## config.mk

```make
export PLATFORM = sky130hd
export DESIGN_NAME = noise_panic_alarm_fsm_core
export DESIGN_NICKNAME = d
export VERILOG_FILES = /design/src/rtl/nap_pkg.sv /design/src/rtl/nap_csr.sv /design/src/rtl/nap_step.sv /design/src/rtl/noise_panic_alarm_fsm_core.sv
export SDC_FILE = /design/constraint.sdc
export NUM_CORES = 1
export LEC_CHECK = 0
export BUFFER_PORTS_ARGS = -buffer_cell sky130_fd_sc_hd__buf_4
export CAP_MARGIN = 0
export CELL_PAD_IN_SITES_DETAIL_PLACEMENT = 0
export CELL_PAD_IN_SITES_GLOBAL_PLACEMENT = 1
export CORE_ASPECT_RATIO = 0.6
export CORE_UTILIZATION = 44
export DETAILED_ROUTE_END_ITERATION = 8
export PLACE_DENSITY_LB_ADDON = 0.1
export SKIP_CTS_REPAIR_TIMING = 1
export SLEW_MARGIN = 20
export SYNTH_ARGS = -nofsm -noshare
export SYNTH_HDL_FRONTEND = slang
export SYNTH_SLANG_ARGS = --single-unit
export TNS_END_PERCENT = 5
```

## constraint.sdc

```tcl
create_clock -name clock -period 5.8 [get_ports clock]
set_input_delay 0.58 -clock clock [delete_from_list [all_inputs] [get_ports clock]]
set_output_delay 0.58 -clock clock [all_outputs]
set_load 0.01 [all_outputs]
```

## src/rtl/nap_pkg.sv

```systemverilog
// Shared types and constants for the noise panic alarm controller.
// Depends on nothing; every other file in rtl/ refers to it by scoped names.
package nap_pkg;

   // Widths of the item fields
   localparam int unsigned PctWidth  = 7;
   localparam int unsigned TimeWidth = 32;
   localparam int unsigned MsWidth   = 16;

   // Largest threshold that a register write may leave behind
   localparam logic [PctWidth-1:0] PctMax = 7'd100;

   // Stream payload widths, padded to whole bytes
   localparam int unsigned ReqDataWidth = 48;
   localparam int unsigned ReqUserWidth = 8;
   localparam int unsigned RspDataWidth = 16;

   // Configuration port
   localparam int unsigned CsrAddrWidth = 4;
   localparam int unsigned CsrDataWidth = 32;

   typedef enum logic [1:0] {
      REG_TRIGGER_PERCENT = 2'd0,
      REG_QUALIFY_MS      = 2'd1,
      REG_RELEASE_MS      = 2'd2,
      REG_AUDIO_ENABLED   = 2'd3
   } reg_index_type;

   typedef enum logic [1:0] {
      CMD_TICK    = 2'd0,
      CMD_MANUAL  = 2'd1,
      CMD_ENABLE  = 2'd2,
      CMD_DISABLE = 2'd3
   } cmd_type;

   typedef enum logic [4:0] {
      ST_IDLE    = 5'b00001,
      ST_QUAL    = 5'b00010,
      ST_ACTIVE  = 5'b00100,
      ST_RELEASE = 5'b01000,
      ST_LOCK    = 5'b10000
   } fsm_state_type;

   // Codes reported in state_code
   localparam logic [2:0] CodeIdle    = 3'd0;
   localparam logic [2:0] CodeQual    = 3'd1;
   localparam logic [2:0] CodeActive  = 3'd2;
   localparam logic [2:0] CodeRelease = 3'd3;
   localparam logic [2:0] CodeLock    = 3'd4;

   typedef struct packed {
      logic [PctWidth-1:0] trigger_percent;
      logic [MsWidth-1:0]  qualify_ms;
      logic [MsWidth-1:0]  release_ms;
      logic                audio_enabled;
   } cfg_type;

   typedef struct packed {
      fsm_state_type        fsm_state;
      logic [TimeWidth-1:0] state_start_ms;
      logic                 enabled_flag;
      logic                 manual_latch;
   } ctl_state_type;

   typedef struct packed {
      cmd_type              cmd;
      logic [PctWidth-1:0]  level_percent;
      logic [TimeWidth-1:0] now_ms;
      logic                 motor_active;
      logic                 motor_lockout;
      logic                 motor_can_start;
   } req_item_type;

   typedef struct packed {
      logic [2:0] state_code;
      logic       motor_start;
      logic       motor_stop;
      logic       clear_lockout;
      logic       siren_on;
      logic       siren_unlock;
      logic       manual_ok;
   } rsp_item_type;

   // Map the one-hot state onto its reported code
   function automatic logic [2:0] state_code_of(fsm_state_type st);
      logic [2:0] code;
      unique case (st)
         ST_QUAL:    code = CodeQual;
         ST_ACTIVE:  code = CodeActive;
         ST_RELEASE: code = CodeRelease;
         ST_LOCK:    code = CodeLock;
         default:    code = CodeIdle;
      endcase
      return code;
   endfunction

endpackage

```

## src/rtl/nap_csr.sv

```systemverilog
// Configuration registers of the alarm controller behind an APB-style port.
// Depends on nap_pkg for register indexes, widths and the config struct.
module nap_csr (
   input  logic                              clock,
   input  logic                              reset,
   input  logic                              psel,
   input  logic                              penable,
   input  logic                              pwrite,
   input  logic [nap_pkg::CsrAddrWidth-1:0]  paddr,
   input  logic [nap_pkg::CsrDataWidth-1:0]  pwdata,
   output logic [nap_pkg::CsrDataWidth-1:0]  prdata,
   output nap_pkg::cfg_type                  cfg
);

   nap_pkg::cfg_type      cfg_ff, cfg_in;
   nap_pkg::reg_index_type index;
   logic                  wr_en;
   logic [nap_pkg::PctWidth-1:0] pct_raw;

   assign index   = nap_pkg::reg_index_type'(paddr[nap_pkg::CsrAddrWidth-1:2]);
   assign wr_en   = psel & penable & pwrite;
   assign pct_raw = pwdata[nap_pkg::PctWidth-1:0];

   // Decode the write, clamp the threshold to full scale
   always_comb begin
      cfg_in = cfg_ff;
      if (wr_en) begin
         unique case (index)
            nap_pkg::REG_TRIGGER_PERCENT:
               cfg_in.trigger_percent = (pct_raw > nap_pkg::PctMax) ? nap_pkg::PctMax : pct_raw;
            nap_pkg::REG_QUALIFY_MS:
               cfg_in.qualify_ms = pwdata[nap_pkg::MsWidth-1:0];
            nap_pkg::REG_RELEASE_MS:
               cfg_in.release_ms = pwdata[nap_pkg::MsWidth-1:0];
            nap_pkg::REG_AUDIO_ENABLED:
               cfg_in.audio_enabled = pwdata[0];
            default: cfg_in = cfg_ff;
         endcase
      end
   end

   always_ff @(posedge clock) begin
      if (reset) begin
         cfg_ff.trigger_percent <= 7'd80;
         cfg_ff.qualify_ms      <= 16'd1000;
         cfg_ff.release_ms      <= 16'd3000;
         cfg_ff.audio_enabled   <= 1'b1;
      end else begin
         cfg_ff <= cfg_in;
      end
   end

   // Read back the addressed register
   always_comb begin
      prdata = '0;
      unique case (index)
         nap_pkg::REG_TRIGGER_PERCENT: prdata[nap_pkg::PctWidth-1:0] = cfg_ff.trigger_percent;
         nap_pkg::REG_QUALIFY_MS:      prdata[nap_pkg::MsWidth-1:0]  = cfg_ff.qualify_ms;
         nap_pkg::REG_RELEASE_MS:      prdata[nap_pkg::MsWidth-1:0]  = cfg_ff.release_ms;
         nap_pkg::REG_AUDIO_ENABLED:   prdata[0]                     = cfg_ff.audio_enabled;
         default:                      prdata = '0;
      endcase
   end

   assign cfg = cfg_ff;

endmodule

```

## src/rtl/nap_step.sv

```systemverilog
// Next-state and result logic of the alarm state machine for one item.
// Depends on nap_pkg for the state, item, result and config types.
module nap_step (
   input  nap_pkg::cfg_type       cfg,
   input  nap_pkg::ctl_state_type cur,
   input  nap_pkg::req_item_type  item,
   output nap_pkg::ctl_state_type nxt,
   output nap_pkg::rsp_item_type  rsp
);

   always_comb begin
      nap_pkg::fsm_state_type        st;
      logic [nap_pkg::TimeWidth-1:0] start;
      logic [nap_pkg::TimeWidth-1:0] elapsed;
      logic                          en;
      logic                          latch;
      logic                          running;
      logic                          above;
      logic                          m_start, m_stop, clr, man_ok;

      st      = cur.fsm_state;
      start   = cur.state_start_ms;
      en      = cur.enabled_flag;
      latch   = cur.manual_latch;
      running = item.motor_active;
      m_start = 1'b0;
      m_stop  = 1'b0;
      clr     = 1'b0;
      man_ok  = 1'b0;
      above   = 1'b0;
      elapsed = '0;

      unique case (item.cmd)
         // Manual trigger: enable, latch only if the motor takes the start
         nap_pkg::CMD_MANUAL: begin
            en    = 1'b1;
            latch = item.motor_can_start;
            if (item.motor_can_start) begin
               m_start = 1'b1;
               running = 1'b1;
               man_ok  = 1'b1;
               if (st != nap_pkg::ST_ACTIVE) begin
                  st    = nap_pkg::ST_ACTIVE;
                  start = item.now_ms;
               end
            end
         end
         nap_pkg::CMD_ENABLE: begin
            en = 1'b1;
         end
         nap_pkg::CMD_DISABLE: begin
            en    = 1'b0;
            latch = 1'b0;
            if (st != nap_pkg::ST_IDLE) begin
               st    = nap_pkg::ST_IDLE;
               start = item.now_ms;
            end
         end
         default: begin
            if (!cur.enabled_flag) begin
               // Disabled tick: stop a running motor and drop to idle
               m_stop  = running;
               running = 1'b0;
               if (st != nap_pkg::ST_IDLE) begin
                  st    = nap_pkg::ST_IDLE;
                  start = item.now_ms;
               end
            end else begin
               above = latch || (item.level_percent > cfg.trigger_percent);
               // A reported lockout overrides the current state first
               if (item.motor_lockout && st != nap_pkg::ST_LOCK) begin
                  st    = nap_pkg::ST_LOCK;
                  start = item.now_ms;
               end
               elapsed = item.now_ms - start;
               unique case (st)
                  nap_pkg::ST_QUAL: begin
                     if (!above) begin
                        st    = nap_pkg::ST_IDLE;
                        start = item.now_ms;
                     end else if (elapsed >= {16'd0, cfg.qualify_ms} &&
                                  item.motor_can_start) begin
                        m_start = 1'b1;
                        running = 1'b1;
                        st      = nap_pkg::ST_ACTIVE;
                        start   = item.now_ms;
                     end
                  end
                  nap_pkg::ST_ACTIVE: begin
                     if (!running) begin
                        latch = 1'b0;
                        st    = item.motor_lockout ? nap_pkg::ST_LOCK : nap_pkg::ST_IDLE;
                        start = item.now_ms;
                     end else if (!above) begin
                        st    = nap_pkg::ST_RELEASE;
                        start = item.now_ms;
                     end
                  end
                  nap_pkg::ST_RELEASE: begin
                     if (!running) begin
                        st    = item.motor_lockout ? nap_pkg::ST_LOCK : nap_pkg::ST_IDLE;
                        start = item.now_ms;
                     end else if (above) begin
                        st    = nap_pkg::ST_ACTIVE;
                        start = item.now_ms;
                     end else if (elapsed >= {16'd0, cfg.release_ms}) begin
                        m_stop  = 1'b1;
                        running = 1'b0;
                        st      = nap_pkg::ST_IDLE;
                        start   = item.now_ms;
                     end
                  end
                  nap_pkg::ST_LOCK: begin
                     // Noise restarts the quiet window
                     if (above) begin
                        start = item.now_ms;
                     end else if (elapsed >= {16'd0, cfg.release_ms}) begin
                        clr   = 1'b1;
                        st    = nap_pkg::ST_IDLE;
                        start = item.now_ms;
                     end
                  end
                  default: begin
                     if (above) begin
                        st    = nap_pkg::ST_QUAL;
                        start = item.now_ms;
                     end
                  end
               endcase
            end
         end
      endcase

      nxt.fsm_state      = st;
      nxt.state_start_ms = start;
      nxt.enabled_flag   = en;
      nxt.manual_latch   = latch;

      rsp.state_code    = nap_pkg::state_code_of(st);
      rsp.motor_start   = m_start;
      rsp.motor_stop    = m_stop;
      rsp.clear_lockout = clr;
      rsp.siren_on      = cfg.audio_enabled & running;
      rsp.siren_unlock  = man_ok;
      rsp.manual_ok     = man_ok;
   end

endmodule

```

## src/rtl/noise_panic_alarm_fsm_core.sv

```systemverilog
// Top level of the noise panic alarm controller: input register, step logic,
// result register and configuration registers. Depends on nap_pkg, nap_csr, nap_step.
//
//   channel | direction | transfer when              | payload
//   req     | in        | req_tvalid & req_tready    | tdata item fields, tuser command
//   rsp     | out       | rsp_tvalid & rsp_tready    | tdata result fields
//   csr     | in/out    | psel & penable             | 32-bit write if pwrite, else read
//
// One item per cycle while the result side is not stalled; a result passes the input
// register, then the result register, before it is offered on rsp.
// Synchronous active-high reset puts the machine in idle, enabled, latch clear,
// and empties both registers; configuration returns to its defaults.
// A stalled result holds in the result register while the input register keeps
// one more item; req_tready drops only when both are full.
module noise_panic_alarm_fsm_core (
   input  logic                               clock,
   input  logic                               reset,
   // req: level_percent[6:0], now_ms[38:7], motor_active[39],
   //      motor_lockout[40], motor_can_start[41], zero pad
   input  logic                               req_tvalid,
   output logic                               req_tready,
   input  logic [nap_pkg::ReqDataWidth-1:0]   req_tdata,
   // req: cmd[1:0], zero pad
   input  logic [nap_pkg::ReqUserWidth-1:0]   req_tuser,
   output logic                               rsp_tvalid,
   input  logic                               rsp_tready,
   // rsp: state_code[2:0], motor_start[3], motor_stop[4], clear_lockout[5],
   //      siren_on[6], siren_unlock[7], manual_ok[8], zero pad
   output logic [nap_pkg::RspDataWidth-1:0]   rsp_tdata,
   input  logic                               csr_psel,
   input  logic                               csr_penable,
   input  logic                               csr_pwrite,
   input  logic [nap_pkg::CsrAddrWidth-1:0]   csr_paddr,
   input  logic [nap_pkg::CsrDataWidth-1:0]   csr_pwdata,
   output logic [nap_pkg::CsrDataWidth-1:0]   csr_prdata,
   output logic                               csr_pready
);

   nap_pkg::cfg_type       cfg;
   nap_pkg::req_item_type  req_item;
   nap_pkg::req_item_type  item_ff, item_in;
   logic                   item_valid_ff, item_valid_in;
   nap_pkg::rsp_item_type  rsp_ff, rsp_in, step_rsp;
   logic                   rsp_valid_ff, rsp_valid_in;
   nap_pkg::ctl_state_type ctl_ff, ctl_in, step_nxt;
   logic                   out_free;
   logic                   advance;
   logic                   req_xfer;

   assign csr_pready = 1'b1;

   nap_csr u_csr (
      .clock   (clock),
      .reset   (reset),
      .psel    (csr_psel),
      .penable (csr_penable),
      .pwrite  (csr_pwrite),
      .paddr   (csr_paddr),
      .pwdata  (csr_pwdata),
      .prdata  (csr_prdata),
      .cfg     (cfg)
   );

   // Unpack the incoming transfer
   assign req_item.cmd             = nap_pkg::cmd_type'(req_tuser[1:0]);
   assign req_item.level_percent   = req_tdata[6:0];
   assign req_item.now_ms          = req_tdata[38:7];
   assign req_item.motor_active    = req_tdata[39];
   assign req_item.motor_lockout   = req_tdata[40];
   assign req_item.motor_can_start = req_tdata[41];

   // Handshake between the two register stages
   assign out_free   = !rsp_valid_ff || rsp_tready;
   assign advance    = item_valid_ff && out_free;
   assign req_tready = !item_valid_ff || out_free;
   assign req_xfer   = req_tvalid && req_tready;

   nap_step u_step (
      .cfg  (cfg),
      .cur  (ctl_ff),
      .item (item_ff),
      .nxt  (step_nxt),
      .rsp  (step_rsp)
   );

   // Load the input register, commit state and result on advance
   always_comb begin
      item_in       = req_xfer ? req_item : item_ff;
      item_valid_in = req_xfer ? 1'b1 : (advance ? 1'b0 : item_valid_ff);
      ctl_in        = advance ? step_nxt : ctl_ff;
      rsp_in        = advance ? step_rsp : rsp_ff;
      rsp_valid_in  = advance ? 1'b1 : (rsp_tready ? 1'b0 : rsp_valid_ff);
   end

   always_ff @(posedge clock) begin
      item_ff <= item_in;
      rsp_ff  <= rsp_in;
      if (reset) begin
         item_valid_ff         <= 1'b0;
         rsp_valid_ff          <= 1'b0;
         ctl_ff.fsm_state      <= nap_pkg::ST_IDLE;
         ctl_ff.state_start_ms <= '0;
         ctl_ff.enabled_flag   <= 1'b1;
         ctl_ff.manual_latch   <= 1'b0;
      end else begin
         item_valid_ff <= item_valid_in;
         rsp_valid_ff  <= rsp_valid_in;
         ctl_ff        <= ctl_in;
      end
   end

   assign rsp_tvalid = rsp_valid_ff;
   assign rsp_tdata  = {7'd0, rsp_ff.manual_ok, rsp_ff.siren_unlock, rsp_ff.siren_on,
                        rsp_ff.clear_lockout, rsp_ff.motor_stop, rsp_ff.motor_start,
                        rsp_ff.state_code};

`ifndef SYNTH
   // A state change always restarts the timer at the item's time
   a_start_on_change: assert property (@(posedge clock) disable iff (reset)
      (advance && step_nxt.fsm_state != ctl_ff.fsm_state)
      |=> (ctl_ff.state_start_ms == $past(item_ff.now_ms)))
      else $error("state changed without restarting its timer");

   // Start and stop are never requested by the same item
   a_start_stop_excl: assert property (@(posedge clock) disable iff (reset)
      rsp_valid_ff |-> !(rsp_ff.motor_start && rsp_ff.motor_stop))
      else $error("motor start and stop in one result");

   // A successful manual trigger leaves the machine active with a start issued
   a_manual_active: assert property (@(posedge clock) disable iff (reset)
      (rsp_valid_ff && rsp_ff.manual_ok)
      |-> (rsp_ff.motor_start && rsp_ff.state_code == nap_pkg::CodeActive))
      else $error("manual trigger result inconsistent");

   // Clearing the lockout returns to idle
   a_clear_idle: assert property (@(posedge clock) disable iff (reset)
      (rsp_valid_ff && rsp_ff.clear_lockout) |-> (rsp_ff.state_code == nap_pkg::CodeIdle))
      else $error("lockout cleared outside idle");

   // The state only moves when an item is committed
   a_state_hold: assert property (@(posedge clock) disable iff (reset)
      !advance |=> $stable(ctl_ff))
      else $error("control state moved without an item");
`endif

endmodule
```

==> summary.md, run 1 <==
| Metric | Value |
|---|---|
| Outcome | `finished, final reports clean` |
| Routed vias/inst | `6.30` |
| Most common cell after layout, fill and taps aside | `nand2_1` |
| Die height | `128 um` |
| Critical Path AT | `5.98 ns` |
| Share of cells above drive strength 1 | `0.139` |
| Reg2Reg Depth | `19` |
| First-pass GRT wire length | `62,400 um` |
| Routed wire length | `41,000 um` |
| Sequential fraction of the synthesis area | `0.272` |
| CTS tree | `yes` |
| Max_cap viols | `0` |
| GRT Total Usage | `0.300` |
| Htree depth | `4` |
| Post-synth EDFFs | `52` |
| DRT iter0 DRCs | `1,480` |
| Yosys warns | `0` |
| GRT Residual Overflow | `0` |
| Leak pwr | `5.34 nW` |
| DR vias | `12,100` |
| Buffers on Ports | `95` |
| Total Die Area | `27,200 um2` |
| Largest net degree at the start of global routing | `45` |
| Worst-skew pair later-pin latency | `0.45 ns` |
| Crit path kind | `flip-flop to flip-flop` |
| Chip width | `212 um` |
| Initial antenna violation count | `0` |
| Core Area | `25,700 um2` |
| Crit Path Max Fanout | `21` |
| Clock buffers created by TritonCTS | `17` |
| Residual DRC | `0` |
| Min Clock Period, post-route | `5.65 ns` |
| Setup TNS | `0 ns` |
| Worst-margin pin slew | `1.24 ns` |
| 1st-pass router iterations | `7` |
| Worst Clk Skew | `0.0137 ns` |
| Site row count | `45` |
| Most frequent cells in the layout | `155 x nand2_1, 146 x buf_4, 110 x nor2_1, 106 x o21ai_0, 102 x a21oi_1` |
| Avg Synthesized Cell Area | `7.75 um2` |
| Worst min path class | `input pin to flip-flop` |
| Critical Path Sink Type | `flip-flop` |
| Vias in the first global route | `10,700` |
| Unrepaired setup endpoints after global routing | `no` |
| Yosys cell types | `86` |
| Power Dens Cells | `240 nW/um2` |
| Maximum clock rate | `177 MHz` |
| Area grow syn2layout | `14.0%` |
| Clock slew at reported path FFs | `0.07 ns` |
| Final hold vios | `0` |
| Post-route ant nets | `0` |
| CTS root buffer | `clkbuf_16` |
| Synth Flop Type | `dfxtp_1` |
| Setup ws final | `0.152 ns` |
| # diodes | `0` |
| Setup violators final | `0` |
| CTS sink count | `133` |
| VDD IR max | `0.178 mV` |
| Critical Path RT | `6.13 ns` |
| Clock buffer depth | `2` |
| GPL Wtd Cong | `0.973` |
| Slew Viols, Final | `0` |
| Type of origin of the critical path | `flip-flop` |
| Post-DR wirelength/cell | `21.3 um` |
| Detailed placer's ending HPWL | `29,900 um` |
| Synth Cell Area | `11,700 um2` |
| Nets | `1,724` |
| Hold path cells | `1` |
| Syn Inst Count | `1,508` |
| Placement Setup Slack | `0.0117 ns` |
| Async SR Flop Fraction | `0` |
| # IOs | `150` |
| Starting Density | `0.455` |
| Final Cycle Share | `0.974` |
| Relative slew slack | `0.166` |
| Flops & latches, synth | `133` |
[where the power goes]
| group | leakage [nW] | internal, mW | total [mW] | switching (mW) |
|---|---|---|---|---|
| Combinational | 3.89 | 0.398 | 1.06 | 0.664 |
| Sequential | 1.17 | 1.02 | 1.08 | 0.0605 |
| Clock | 0.282 | 0.619 | 1.05 | 0.430 |
| Total | 5.34 | 2.04 | 3.20 | 1.16 |
[worst max-delay path: stages (launching register included)]
cell and delay [ns]:
dfxtp_1 0.31, or3b_4 0.46, o21a_2 0.29, buf_4 0.21, mux2i_1 0.35, ha_1 0.35, nand2_1 0.18, o21ai_0 0.66
a21oi_1 0.21, o21ai_0 0.15, o32ai_1 0.11, a31o_2 0.22, o211ai_1 0.47, nor2_1 0.19, buf_4 0.22, and4_1 0.21
o21ai_2 0.23, buf_12 0.21, o211ai_1 0.12, a211o_1 0.34
[metrics by stage]
step                      total power, mW  hold slack [ns]  instance area [um2]  cells  utilization
final                                3.20            0.305                13300   1922        0.519
after global routing                 3.36            0.280                13300   1922        0.519
after CTS                            3.18            0.284                13200   1921        0.516
after detailed placement             2.12            0.467                12700   1889        0.494
after global placement               2.11            0.460                12700   1889        0.494
after floorplan                      1.79            0.445                11800   1530            -
[registers in the layout, indices dropped and copies added, names as in the netlist]
signal,cells
u_csr.cfg,40
item_valid_ff,1
item_ff,44
rsp_tdata,8
rsp_tvalid,1
ctl_ff,39
[cell families after synthesis]
| family | Yosys count | synth area share |
|---|---|---|
| multiplexers | 26 | 0.0225 |
| AND/OR/NAND/NOR | 472 | 0.195 |
| adder cells (fa/ha/maj) | 69 | 0.0737 |
| flip-flops | 133 | 0.272 |
| other | 2 | 0.000643 |
| AO/OA/AOI/OAI | 577 | 0.338 |
| buffers and inverters | 206 | 0.0803 |
| XOR/XNOR | 23 | 0.0172 |
[cell type report]
type	count	area [um2]
fillers	2549	12400
multi-input cells	1192	7760
flip-flops and latches	133	3180
repair buffers	148	1130
clock buffers	25	518
well taps	352	440
inverters	65	244
clock inverters	7	45.0
[Yosys cell counts (all sizes together) (7+ instances only)]
library cell / instances / share of area
dfxtp: 81 / 0.14
inv: 64 / 0.021
o221ai: 33 / 0.025
a21o: 23 / 0.015
or2: 10 / 0.0054
a211o: 24 / 0.018
nor3: 33 / 0.014
clkbuf: 86 / 0.028
xor2: 12 / 0.0090
nor2: 112 / 0.036
nand4: 13 / 0.0070
o32a: 11 / 0.0094
a31oi: 37 / 0.020
nand3: 24 / 0.011
nor2b: 28 / 0.015
a21oi: 102 / 0.044
ha: 68 / 0.073
o22ai: 28 / 0.015
nor4: 7 / 0.0037
o211ai: 44 / 0.029
mux2i: 24 / 0.021
a22oi: 45 / 0.029
buf: 55 / 0.032
a211oi: 14 / 0.0090
nand2b: 21 / 0.011
nand2: 155 / 0.050
a222oi: 7 / 0.0060
xnor2: 11 / 0.0082
and3: 26 / 0.014
o21ai: 124 / 0.054
edfxtp: 52 / 0.13
o21a: 21 / 0.013
and2: 16 / 0.0086
[metal layers]
metal,part of all wire,global-route usage,up-vias
li1,-,-,5737
met2,0.37,0.375,574
met3,0.11,0.0728,36
met4,0.011,0.0584,0
met1,0.51,0.492,5753
met5,0,0,-
[final timing paths]
check / to / start / slack, ns
setup reg to reg: ctl_ff[28] / ctl_ff[36] / 0.15
hold reg to reg: u_csr.cfg[7] / u_csr.cfg[7] / 0.48
hold / removal: item_ff[24] / req_tdata[28] / 0.31
setup / recovery: ctl_ff[28] / ctl_ff[36] / 0.15
No activity file was read; power rests on OpenSTA's default activity.
==> inputs of run 2 (changes only) <==
--- a/config.mk
+++ b/config.mk
@@ -5,12 +5,13 @@
 export SDC_FILE = /design/constraint.sdc
 export NUM_CORES = 1
 export LEC_CHECK = 0
+export ABC_AREA = 1
 export BUFFER_PORTS_ARGS = -buffer_cell sky130_fd_sc_hd__buf_4
 export CAP_MARGIN = 0
 export CELL_PAD_IN_SITES_DETAIL_PLACEMENT = 0
 export CELL_PAD_IN_SITES_GLOBAL_PLACEMENT = 1
 export CORE_ASPECT_RATIO = 0.6
-export CORE_UTILIZATION = 44
+export CORE_UTILIZATION = 42
 export DETAILED_ROUTE_END_ITERATION = 8
 export PLACE_DENSITY_LB_ADDON = 0.1
 export SKIP_CTS_REPAIR_TIMING = 1
==> run 2 against run 1 <==
  * Utilization shrank 3.3 points
  * Worst hold slack lost 0.027 ns
  * Critical endpoint is now rsp_tdata[0]
  * Non-clock buffer count shrank 11
  * Critical path type unchanged
  * Maximum frequency grew 4.6%
  * Clock power grew 9.5%
  * First-iteration DRC count grew 19%
==> summary.md, run 2 <==
| Metric | Value |
|---|---|
| Type of origin of the critical path | `flip-flop` |
| Htree depth | `4 (unchanged)` |
| Crit path kind | `flip-flop to flip-flop` |
| Area grow syn2layout | `12.8%` |
| GRT Residual Overflow | `0 (unchanged)` |
| Share of cells above drive strength 1 | `0.0951 (-0.0437)` |
| Initial antenna violation count | `0 (unchanged)` |
| Async SR Flop Fraction | `0 (unchanged)` |
| CTS tree | `yes` |
| Slew Viols, Final | `0 (unchanged)` |
| Synth Area in Compound Gates | `0.250 (-0.0877)` |
| Crit path buf inv count | `2 (-1)` |
| Clock slew at reported path FFs | `0.08 ns (about the same)` |
| Power, Total | `3.54 mW (+11%)` |
| Routed wire length | `51,500 um (+26%)` |
| Max reg flops | `44 (unchanged)` |
| Worst Clk Skew | `0.0153 ns (+0.00166 ns)` |
| DR vias | `15,000 (+24%)` |
| Residual DRC | `0 (unchanged)` |
| Vias in the first global route | `13,400 (+25%)` |
| Most common cell in the netlist | `nand2_1` |
| # IOs | `150 (unchanged)` |
| # diodes | `0 (unchanged)` |
| Critical path's top delay family | `simple AND/OR/NAND/NOR gates` |
| Largest net degree at the start of global routing | `71 (+58%)` |
| Post-synth top area share | `0.143 (+0.00465)` |
| Synth area leaders | `nand2_1 14%, dfxtp_1 12%, edfxtp_1 12%` |
| Nets | `2,299 (+33%)` |
| Relative slew slack | `0.181 (+0.0156)` |
| Met3 WL post-DR | `6110 um (+34%)` |
| Post-Route M1 WL | `24,900 um (+19%)` |
| Dominant combinational cell family by area after synthesis | `simple AND/OR/NAND/NOR gates` |
| Flops & latches, synth | `133 (unchanged)` |
| Routed vias/inst | `5.86 (-6.9%)` |
| Detailed placer's ending HPWL | `34,700 um (+16%)` |
| Post-Synth Adder-Cell Area | `0.0654 (-0.00826)` |
| Clock buffers created by TritonCTS | `17 (unchanged)` |
| Final Cycle Share | `0.931 (-0.0428)` |
| DRT iter0 DRCs | `1,758 (+19%)` |
| Fin util | `0.486 (-0.0330)` |
| CTS root buffer | `clkbuf_16` |
| Yosys cell types | `47 (-45%)` |
| WP depth | `31 (+12)` |
| Worst min path class | `input pin to flip-flop` |
| Synth Flop Type | `dfxtp_1` |
| Chip width | `229 um (+7.9%)` |
| Leak pwr | `6.88 nW (+29%)` |
| Post-synth EDFFs | `52 (unchanged)` |
| 1st-pass router iterations | `8 (+1)` |
| GRT Total Usage | `0.317 (+0.0171)` |
| Buffers on Ports | `95 (unchanged)` |
| Post-route ant nets | `0 (unchanged)` |
| Critical Path AT | `5.62 ns (-0.36 ns)` |
| Most common cell after layout, fill and taps aside | `nand2_1` |
| CP dominant cell by count | `nand2_1` |
| Min Clock Period, post-route | `5.40 ns (-0.248 ns)` |
| Critical Path Sink Type | `flip-flop` |
| Setup violators final | `0 (unchanged)` |
| Post-DR wirelength/cell | `20.2 um (-5.4%)` |
| Max_cap viols | `0 (unchanged)` |
| Total Die Area | `31,700 um2 (+16%)` |
| XOR/XNOR Fraction of Synth Area | `0.0108 (-0.00647)` |
| CTS sink count | `133 (unchanged)` |
| Unrepaired setup endpoints after global routing | `no` |
| Outcome | `finished, final reports clean` |
| Largest Register | `item_ff` |
| Hold path cells | `1 (unchanged)` |
| First-pass GRT wire length | `77,900 um (+25%)` |
| Worst-margin pin slew | `1.22 ns (-0.0132 ns)` |
| WL met2 | `19,700 um (+30%)` |
| Site row count | `49 (+8.9%)` |
| Sequential fraction of the synthesis area | `0.245 (-0.0277)` |
| Most frequent cells in the layout | `496 x nand2_1, 291 x inv_1, 228 x o21ai_0, 187 x nand3_1, 164 x a21oi_1` |
| Post-synthesis simple-gate area fraction | `0.288 (+0.0931)` |
| Most common library cells after synthesis | `497 x nand2_1, 292 x inv_1, 228 x o21ai_0` |
| Die height | `138 um (+7.9%)` |
| Yosys warns | `0 (unchanged)` |
| Syn Inst Count | `2,097 (+39%)` |
| Critical Path RT | `6.02 ns (-0.11 ns)` |
| Core Area | `30,200 um2 (+18%)` |
| Yosys top cell by area | `nand2_1` |
| GPL Wtd Cong | `0.954 (-2.0%)` |
| Reg2Reg Depth | `31 (+12)` |
| VDD IR max | `0.240 mV (+35%)` |
| Final hold vios | `0 (unchanged)` |
| Maximum clock rate | `185 MHz (+4.6%)` |
| Clock buffer depth | `2 (unchanged)` |
| Crit Path Max Fanout | `11 (-48%)` |
| Mux cell area share after synthesis | `0 (-0.0225)` |
| Max Used Layer | `met4` |
| Worst-skew pair later-pin latency | `0.47 ns (+0.02 ns)` |
| Avg Synthesized Cell Area | `6.20 um2 (-20%)` |
| Setup TNS | `0 ns (unchanged)` |
| CP max stage delay | `0.40 ns (-0.26 ns)` |
| Power Dens Cells | `241 nW/um2 (+0.64%)` |
| Slowest stage cell, crit path | `dfxtp_1` |
| Starting Density | `0.430 (-0.0248)` |
| Synth Cell Area | `13,000 um2 (+11%)` |
[run 2: cell types whose count changed after synthesis, moves of 27 or more]
cell,change
nor2b_1,-28
a221oi_1,+29
nand4_1,+35
a31oi_1,-33
o22ai_1,-27
nand2_1,+342
o221ai_1,-33
o21ai_0,+121
inv_1,+228
a21oi_1,+62
nand3_1,+165
[run 2: cell families after synthesis]
family / count (synthesis)
AND/OR/NAND/NOR: 875
AO/OA/AOI/OAI: 558
buffers and inverters: 445
flip-flops: 133
adder cells (fa/ha/maj): 68
XOR/XNOR: 16
other: 2
[run 2: layout make-up]
cell class	instances	area (um2)
Inverter	302	1130
Clock inverter	15	184
Clock buffer	17	425
Multi-Input combinational cell	1541	8120
Fill cell	3156	15500
Timing Repair Buffer	137	1120
Tap cell	408	510
Sequential cell	133	3180
[run 2: final timing paths]
check | from | to | slack (ns)
worst max-delay path | ctl_ff[36] | rsp_tdata[0] | 0.40
worst min-delay path | req_tdata[4] | item_ff[39] | 0.28
worst min register to register | ctl_ff[0] | ctl_ff[0] | 0.45
worst max register to register | ctl_ff[36] | rsp_tdata[0] | 0.40
[run 2: routing by layer]
layer  track usage  vias up
met5             0        -
met4        0.0940        0
met3        0.0792       88
met2         0.421      832
met1         0.489     6898
li1              -     7144
[run 2: stage by stage]
stage / instances / instance area (um2) / hold slack, ns / setup WS (ns)
floorplan: 2119 / 13100 / 0.430 / 1.23
global placement: 2521 / 14100 / 0.441 / 0.572
detailed placement: 2521 / 14100 / 0.444 / 0.536
CTS: 2553 / 14700 / 0.260 / 0.503
global route: 2553 / 14700 / 0.259 / 0.0744
finish: 2553 / 14700 / 0.278 / 0.400
[run 2: worst register-to-register path, delay by kind of cell (launching register included)]
| family | cells | cell delay (ns) |
|---|---|---|
| simple gates | 18 | 2.27 |
| flops | 1 | 0.40 |
| xor+xnor | 1 | 0.25 |
| compound gates | 7 | 1.38 |
| fa+ha+maj | 3 | 0.71 |
| buf+inv | 2 | 0.16 |
[run 2: report_power, final]
part | switching [mW] | total (mW) | leakage [nW] | internal (mW)
Combinational | 0.904 | 1.32 | 5.43 | 0.419
Sequential | 0.0437 | 1.07 | 1.17 | 1.02
Clock | 0.538 | 1.15 | 0.288 | 0.617
Total | 1.49 | 3.54 | 6.88 | 2.06
